`config.mk`:
```
export PLATFORM = sky130hd
export DESIGN_NAME = clock_with_seven_segment_scan
export DESIGN_NICKNAME = d
export VERILOG_FILES = /design/src/hw/rtl/cssc_pkg.sv /design/src/hw/rtl/clock_with_seven_segment_scan.sv
export SDC_FILE = /design/constraint.sdc
export NUM_CORES = 1
export LEC_CHECK = 0
export BUFFER_PORTS_ARGS = -buffer_cell sky130_fd_sc_hd__clkbuf_2
export CORE_ASPECT_RATIO = 1.5
export CORE_MARGIN = 5
export CORE_UTILIZATION = 44
export DETAILED_ROUTE_END_ITERATION = 16
export GPL_TIMING_DRIVEN = 1
export PLACE_DENSITY = 0.74
export SYNTH_ARGS = -nofsm -noshare
export SYNTH_HDL_FRONTEND = slang
export SYNTH_SLANG_ARGS = --single-unit
```
`constraint.sdc`:
```
create_clock -name aclk -period 3.85 [get_ports aclk]
set_input_delay 0.9625 -clock aclk [delete_from_list [all_inputs] [get_ports aclk]]
set_output_delay 0.9625 -clock aclk [all_outputs]
set_load 0.1 [all_outputs]
```
`src/hw/rtl/cssc_pkg.sv`:
```
`timescale 1ns / 1ps
`default_nettype none

package cssc_pkg;

    localparam int KindWidth = 3;
    localparam int CfgIndexWidth = 2;
    localparam int CfgDataWidth = 8;
    localparam int InDataWidth = 24;
    localparam int OutDataWidth = 32;

    localparam logic [KindWidth-1:0] KIND_PULSE    = 3'd0;
    localparam logic [KindWidth-1:0] KIND_SCAN     = 3'd1;
    localparam logic [KindWidth-1:0] KIND_CLEAR    = 3'd2;
    localparam logic [KindWidth-1:0] KIND_INC_SEC  = 3'd3;
    localparam logic [KindWidth-1:0] KIND_INC_MIN  = 3'd4;
    localparam logic [KindWidth-1:0] KIND_INC_HOUR = 3'd5;
    localparam logic [KindWidth-1:0] KIND_LOAD     = 3'd6;

    localparam logic [CfgIndexWidth-1:0] REG_RUN_ENABLE       = 2'd0;
    localparam logic [CfgIndexWidth-1:0] REG_SHOW_MIN_SEC     = 2'd1;
    localparam logic [CfgIndexWidth-1:0] REG_DISPLAY_ENABLE   = 2'd2;
    localparam logic [CfgIndexWidth-1:0] REG_TICKS_PER_SECOND = 2'd3;

    localparam logic [5:0] MAX_UNIT = 6'd59;
    localparam logic [4:0] MAX_HOUR = 5'd23;
    localparam logic [7:0] SEG_BLANK = 8'd255;
    localparam logic [7:0] DOT_MASK = 8'h7F;
    localparam logic [1:0] SLOT_LEFT = 2'd3;
    localparam logic [7:0] TICKS_RESET = 8'd2;

    typedef struct packed {
        logic [3:0] tens;
        logic [3:0] units;
    } digit_pair_t;

    // active-low pattern for one decimal digit
    function automatic logic [7:0] seg_of(input logic [3:0] digit);
        logic [7:0] pattern;
        case (digit)
            4'd0: pattern = 8'd192;
            4'd1: pattern = 8'd249;
            4'd2: pattern = 8'd164;
            4'd3: pattern = 8'd176;
            4'd4: pattern = 8'd153;
            4'd5: pattern = 8'd146;
            4'd6: pattern = 8'd130;
            4'd7: pattern = 8'd248;
            4'd8: pattern = 8'd128;
            4'd9: pattern = 8'd144;
            default: pattern = SEG_BLANK;
        endcase
        return pattern;
    endfunction

    // split a value of at most 59 into tens and units by compares
    function automatic digit_pair_t split_digits(input logic [5:0] value);
        digit_pair_t pair;
        logic [5:0] base;
        if (value >= 6'd50) begin
            pair.tens = 4'd5;
            base = 6'd50;
        end else if (value >= 6'd40) begin
            pair.tens = 4'd4;
            base = 6'd40;
        end else if (value >= 6'd30) begin
            pair.tens = 4'd3;
            base = 6'd30;
        end else if (value >= 6'd20) begin
            pair.tens = 4'd2;
            base = 6'd20;
        end else if (value >= 6'd10) begin
            pair.tens = 4'd1;
            base = 6'd10;
        end else begin
            pair.tens = 4'd0;
            base = 6'd0;
        end
        pair.units = 4'(value - base);
        return pair;
    endfunction

endpackage

`default_nettype wire

```
`src/hw/rtl/clock_with_seven_segment_scan.sv`:
```
`timescale 1ns / 1ps
`default_nettype none

// 24-hour clock with a four-digit multiplexed seven-segment scan. Each input word is an
// event in s_tuser (pulse, scan, clear, bump second/minute/hour, load) and gives exactly
// one result word carrying the latched active-low segment pattern, the one-hot (or all-off)
// digit enable and the time after that event. For each event the time, scan slot and
// display latches update in a single pass of logic into their registers at the accepting
// edge, and the result register beside them lets a new word in every cycle while the
// previous result is being taken, so throughput is one word per clock while m_tready is high.
// The result is registered and appears in the cycle after acceptance. The user must write
// settings through the cfg port while no event is in flight; the block does not enforce it.
module clock_with_seven_segment_scan (
    input  wire logic                                  aclk,
    input  wire logic                                  aresetn,
    input  wire logic                                  s_tvalid,
    output logic                                       s_tready,
    // load_hours[4:0], load_minutes[10:5], load_seconds[16:11], zero fill
    input  wire logic [cssc_pkg::InDataWidth-1:0]      s_tdata,
    // kind[2:0]
    input  wire logic [cssc_pkg::KindWidth-1:0]        s_tuser,
    output logic                                       m_tvalid,
    input  wire logic                                  m_tready,
    // segment_drive[7:0], digit_enable[11:8], hours_now[16:12], minutes_now[22:17],
    // seconds_now[28:23], zero fill
    output logic [cssc_pkg::OutDataWidth-1:0]          m_tdata,
    input  wire logic                                  cfg_we,
    input  wire logic [cssc_pkg::CfgIndexWidth-1:0]    cfg_index,
    input  wire logic [cssc_pkg::CfgDataWidth-1:0]     cfg_data
);

    logic       run_enable_reg;
    logic       show_min_sec_reg;
    logic       display_enable_reg;
    logic [7:0] ticks_reg;

    logic [4:0] hour_reg,    hour_next;
    logic [5:0] minute_reg,  minute_next;
    logic [5:0] second_reg,  second_next;
    logic [7:0] sub_reg,     sub_next;
    logic [1:0] slot_reg,    slot_next;
    logic [7:0] seg_reg,     seg_next;
    logic [3:0] digit_reg,   digit_next;

    logic                                  m_valid_reg;
    logic [cssc_pkg::OutDataWidth-1:0]     m_data_reg;

    logic       accept;
    logic       digit_clear;
    logic [2:0] kind;
    logic [4:0] load_hours;
    logic [5:0] load_minutes;
    logic [5:0] load_seconds;
    logic [8:0] sub_inc;
    logic [5:0] first_value;
    logic [5:0] second_value;
    logic       dot_on;
    cssc_pkg::digit_pair_t first_pair;
    cssc_pkg::digit_pair_t second_pair;
    logic [7:0] scan_pattern;

    assign s_tready = !m_valid_reg || m_tready;
    assign accept   = s_tvalid && s_tready;
    assign m_tvalid = m_valid_reg;
    assign m_tdata  = m_data_reg;

    // switching the display off blanks the digit drive at once
    assign digit_clear = cfg_we && (cfg_index == cssc_pkg::REG_DISPLAY_ENABLE) && !cfg_data[0];

    assign kind         = s_tuser;
    assign load_hours   = s_tdata[4:0];
    assign load_minutes = s_tdata[10:5];
    assign load_seconds = s_tdata[16:11];

    // digits always follow the current time and mode
    assign first_value  = show_min_sec_reg ? minute_reg : {1'b0, hour_reg};
    assign second_value = show_min_sec_reg ? second_reg : minute_reg;
    assign first_pair   = cssc_pkg::split_digits(first_value);
    assign second_pair  = cssc_pkg::split_digits(second_value);
    assign dot_on       = sub_reg < {1'b0, ticks_reg[7:1]};
    assign sub_inc      = {1'b0, sub_reg} + 9'd1;

    always_comb begin
        case (slot_reg)
            2'd3:    scan_pattern = cssc_pkg::seg_of(first_pair.tens);
            2'd2:    scan_pattern = dot_on
                         ? (cssc_pkg::seg_of(first_pair.units) & cssc_pkg::DOT_MASK)
                         : cssc_pkg::seg_of(first_pair.units);
            2'd1:    scan_pattern = cssc_pkg::seg_of(second_pair.tens);
            default: scan_pattern = cssc_pkg::seg_of(second_pair.units);
        endcase
    end

    always_comb begin
        hour_next   = hour_reg;
        minute_next = minute_reg;
        second_next = second_reg;
        sub_next    = sub_reg;
        slot_next   = slot_reg;
        seg_next    = seg_reg;
        digit_next  = digit_reg;
        unique case (kind)
            cssc_pkg::KIND_PULSE: begin
                if (run_enable_reg) begin
                    if (sub_inc >= {1'b0, ticks_reg}) begin
                        sub_next = '0;
                        // second tick with carries
                        if (second_reg < cssc_pkg::MAX_UNIT) begin
                            second_next = second_reg + 6'd1;
                        end else begin
                            second_next = '0;
                            if (minute_reg < cssc_pkg::MAX_UNIT) begin
                                minute_next = minute_reg + 6'd1;
                            end else begin
                                minute_next = '0;
                                hour_next = (hour_reg < cssc_pkg::MAX_HOUR)
                                    ? hour_reg + 5'd1 : 5'd0;
                            end
                        end
                    end else begin
                        sub_next = sub_inc[7:0];
                    end
                end
            end
            cssc_pkg::KIND_SCAN: begin
                if (display_enable_reg) begin
                    seg_next   = scan_pattern;
                    digit_next = 4'(1) << slot_reg;
                    slot_next  = slot_reg - 2'd1;
                end
            end
            cssc_pkg::KIND_CLEAR: begin
                hour_next   = '0;
                minute_next = '0;
                second_next = '0;
            end
            cssc_pkg::KIND_INC_SEC: begin
                second_next = (second_reg < cssc_pkg::MAX_UNIT) ? second_reg + 6'd1 : 6'd0;
            end
            cssc_pkg::KIND_INC_MIN: begin
                minute_next = (minute_reg < cssc_pkg::MAX_UNIT) ? minute_reg + 6'd1 : 6'd0;
            end
            cssc_pkg::KIND_INC_HOUR: begin
                hour_next = (hour_reg < cssc_pkg::MAX_HOUR) ? hour_reg + 5'd1 : 5'd0;
            end
            cssc_pkg::KIND_LOAD: begin
                hour_next   = (load_hours > cssc_pkg::MAX_HOUR) ? cssc_pkg::MAX_HOUR
                                                                 : load_hours;
                minute_next = (load_minutes > cssc_pkg::MAX_UNIT) ? cssc_pkg::MAX_UNIT
                                                                   : load_minutes;
                second_next = (load_seconds > cssc_pkg::MAX_UNIT) ? cssc_pkg::MAX_UNIT
                                                                   : load_seconds;
            end
            default: begin
            end
        endcase
    end

    always_ff @(posedge aclk) begin
        if (!aresetn) begin
            run_enable_reg     <= 1'b0;
            show_min_sec_reg   <= 1'b0;
            display_enable_reg <= 1'b1;
            ticks_reg          <= cssc_pkg::TICKS_RESET;
            hour_reg           <= '0;
            minute_reg         <= '0;
            second_reg         <= '0;
            sub_reg            <= '0;
            slot_reg           <= cssc_pkg::SLOT_LEFT;
            seg_reg            <= cssc_pkg::SEG_BLANK;
            digit_reg          <= '0;
            m_valid_reg        <= 1'b0;
        end else begin
            if (accept) begin
                hour_reg    <= hour_next;
                minute_reg  <= minute_next;
                second_reg  <= second_next;
                sub_reg     <= sub_next;
                slot_reg    <= slot_next;
                seg_reg     <= seg_next;
                m_valid_reg <= 1'b1;
            end else if (m_tready) begin
                m_valid_reg <= 1'b0;
            end
            if (digit_clear) begin
                digit_reg <= '0;
            end else if (accept) begin
                digit_reg <= digit_next;
            end
            if (cfg_we) begin
                unique case (cfg_index)
                    cssc_pkg::REG_RUN_ENABLE:       run_enable_reg <= cfg_data[0];
                    cssc_pkg::REG_SHOW_MIN_SEC:     show_min_sec_reg <= cfg_data[0];
                    cssc_pkg::REG_DISPLAY_ENABLE:   display_enable_reg <= cfg_data[0];
                    cssc_pkg::REG_TICKS_PER_SECOND: ticks_reg <= cfg_data;
                    default: begin
                    end
                endcase
            end
        end
    end

    // result word, payload needs no reset
    always_ff @(posedge aclk) begin
        if (accept) begin
            m_data_reg <= {3'b000, second_next, minute_next, hour_next, digit_next, seg_next};
        end
    end

endmodule

`default_nettype wire
```
==> impl_metrics.py <==
metrics = {
    "pwr": {
        "intPower_mw": 1.67,
        "p_per_area_nw_per_um2": 375,
        "p_leak_nw": 2.96,
        "power_frac_comb_pct": 28.5,
        "power_frac_seq_pct": 36.7,
        "swShare_pct": 35.8,
        "power.switching_uw": 935,
        "clkPwrFrac_pct": 34.8,
        "ir_worst_vdd_uv": 271,
    },
    "worst_setup_path": {
        "critPathKind": "reg -> reg",
        "r2r_slack_ns": 0.31,
        "critPathMaxStageDelay_ns": 0.41,
        "cp_max_fo": 9,
        "cp-endpoint": "m_tdata[5]",
        "cp.depth": 13,
        "crit_start": "show_min_sec_reg",
        "cp_slowest_cell": "fa_2",
        "arrival_ns": 3.63,
        "critPathTopFamily": "compound AO/OA/AOI/OAI gates",
        "required_ns": 3.94,
        "path_buf_inv": 1,
        "r2r-start": "show_min_sec_reg",
        "crit_path_start_kind": "register",
        "reg2regPathDepth": 13,
        "path_cells": "buf_4 > a211o_1 > a22o_1 > nand2_1 > o21ai_0 > ha_1 > fa_2 > xor2_4 > a21oi_4 > or2_0 > o31a_1 > o221ai_1 > o21ai_1",
        "r2r-end": "m_tdata[5]",
        "critPathCaptureType": "register",
    },
    "run_status": {
        "status": "finished, final reports clean",
    },
    "routing": {
        "wl_per_cell_um": 16.5,
        "wl_um": 16000,
        "vias": 5685,
        "viasPerCell": 5.87,
        "drc": 0,
        "drt_iter0_markers": 304,
        "postRouteAntennaNets": 0,
        "drtPass1Iterations": 6,
    },
    "timing": {
        "grt_setup_unrepaired": "no",
        "period_needed_ns": 3.54,
        "post-route-period-util_pct": 91.9,
        "worstMarginPinSlew_ns": 1.11,
        "maxSlewHeadroom_pct": 26.0,
        "drv_slew": 0,
        "hold_slack_ns": 0.454,
        "setup_viol": 0,
        "fmax_mhz": 283,
        "hold_viol_final": 0,
        "fin_tns_setup_ns": 0,
        "finalWorstSetupSlack_ns": 0.311,
        "skew_ns": 0.0102,
    },
    "final_layout": {
        "layout.cells.non_filler": 968,
        "fin_area_um2": 6960,
        "largest_reg_flops": 29,
        "drive_gt1_share_pct": 17.6,
        "nets": 892,
        "area_growth_pct": 14.9,
        "antenna_cells": 0,
        "fillers": 1295,
    },
    "global_route": {
        "grt_max_degree": 38,
        "grt_usage_pct": 19.8,
        "grt_pass1_wl_um": 26800,
        "grt_pass1_vias": 5549,
        "antenna_found_initial": 0,
        "overflow": 0,
    },
    "synth": {
        "yosysSeqAreaShare_pct": 31.2,
        "yosysUniqueCellTypes": 78,
        "synth_warnings": 0,
        "synth-async-reset-ratio_pct": 0,
        "netlist_area_um2": 6060,
        "synthFlopType": "dfxtp_1",
        "synth_edf_count": 29,
        "ys_ff_latch": 80,
        "avgSynthCellArea_um2": 8.18,
        "synth_cells": 740,
    },
    "placed_design": {
        "dp_slack_ns": 0.140,
        "port_buffers": 65,
        "gp_congestion": 0.917,
        "dp.cells": 951,
        "placed_cell_area_um2": 6610,
        "hpwl_um": 11700,
    },
    "floorplan": {
        "ios": 76,
        "initial_utilization_pct": 44.7,
        "core-area_um2": 13500,
        "die-area_um2": 16300,
        "num_rows": 52,
        "fp.dieW_um": 106,
        "die_h_um": 154,
    },
    "clock_tree": {
        "cts-root-buf": "clkbuf_16",
        "path_clk_slew_ns": 0.07,
        "htree_num_levels": 3,
        "insertion_delay_ns": 0.34,
        "cts_tree": "built",
        "clk_path_buf_depth": 2,
        "cts_num_sinks": 80,
        "hold_buffers": 0,
        "cts_buffers": 9,
    },
    "flow_run": {
        "cap_violations": 0,
    },
    "hold_path": {
        "min_path_type": "reg -> reg",
        "hp-start": "ticks_reg[4]",
    },
}
[cell usage in the layout (no fill, tap or decap), types with 5 or more instances in the layout]
master     instances
xnor2_1            6
nand2b_1           9
mux2_2             9
o21ai_1            6
and2_1             6
a211oi_1           6
clkbuf_16          9
a21oi_1           77
edfxtp_1          29
nand3_1           19
nor3_1             6
nand2_1           85
nor2_1            48
buf_4             31
a21o_1            10
a311oi_1           7
clkbuf_2          65
inv_1             34
xor2_1             7
ha_1              47
nand3b_1           9
mux2i_1           15
dfxtp_1           51
o22a_1             5
o211ai_1          12
o21a_1             7
and3_1            11
o21ai_0           71
a31oi_1           11
[layout make-up]
type	count	area (um^2)	area share, %
multi-input combinational	578	3850	55.4
sequential	80	1890	27.2
timing repair buffer	96	558	8.02
clock buffer	9	225	3.24
tap	162	203	2.91
inverter	36	135	1.94
clock inverter	7	88.8	1.28
[per-layer routing]
metal / vias up / routed length (um) / track usage (%)
met5: - / 0 / 0
met3: 38 / 634 / 2.64
li1: 2819 / - / -
met4: 0 / 516 / 9.01
met2: 161 / 8490 / 36.3
met1: 2667 / 6340 / 22.5
[tightest hold or removal path, cell delays in order (launching register included)]
cell	delay (ns)
dfxtp_1	0.31
nand2_1	0.05
a21oi_1	0.05
[worst min-delay path by stage]
stage / endpoint / slack (ns) / cells past startpoint
floorplan: digit_reg[1] / 0.43 / 2
global placement: digit_reg[3] / 0.44 / 2
detailed placement: ticks_reg[3] / 0.45 / 2
CTS: ticks_reg[3] / 0.46 / 2
global route: ticks_reg[2] / 0.47 / 2
finish: ticks_reg[4] / 0.45 / 2
[timing repair]
action	4_1_cts	5_1_grt
setup buffers	0	1
resized for setup	0	5
endpoints found under the setup margin	0	18
[stage by stage]
step	utilization [%]	power, mW
4_1_cts	51.1	2.61
2_1_floorplan	-	1.54
6_report	51.4	2.61
3_5_place_dp	48.8	1.71
3_3_place_gp	48.8	1.69
5_1_grt	51.4	2.73
[power by group through the flow]
stage | combinational [mW] | clock [mW] | sequential, mW
CTS | 0.734 | 0.916 | 0.956
detailed placement | 0.731 | 0 | 0.975
finish | 0.744 | 0.909 | 0.957
global route | 0.809 | 0.959 | 0.961
global placement | 0.721 | 0 | 0.974
floorplan | 0.415 | 0 | 1.12
[synth_stat cells, drive strengths merged (4+ instances only)]
master	instances	area, um^2
and3	11	68.8
mux2	11	131
a31oi	11	68.8
clkbuf	35	131
mux2i	19	205
nand2b	9	56.3
a311oi	7	61.3
dfxtp	51	1020
o211ai	12	90.1
nor3	7	40.0
nand3b	9	67.6
o22ai	4	25.0
o21a	7	52.6
nand2	85	319
ha	47	588
nand4	4	25.0
nor4	4	25.0
inv	35	131
a21oi	79	403
xnor2	7	68.8
buf	13	77.6
nor2	49	184
o21ai	78	394
nand3	20	105
nor3b	4	30.0
and2	6	37.5
xor2	9	105
o22a	5	43.8
edfxtp	29	871
a21o	10	75.1
a211oi	6	45.0
o31a	4	35.0
[cells by family after synthesis]
logic type	share of synthesized area [%]
AOI/OAI and AO/OA	26.7
muxes	5.56
DFF	31.2
adders and majority gates	10.4
xor gates and xnor gates	2.87
and+or+nand+nor	17.5
other	0.0619
buffers and inverters	5.68
No activity file was read; power rests on OpenSTA's default activity.
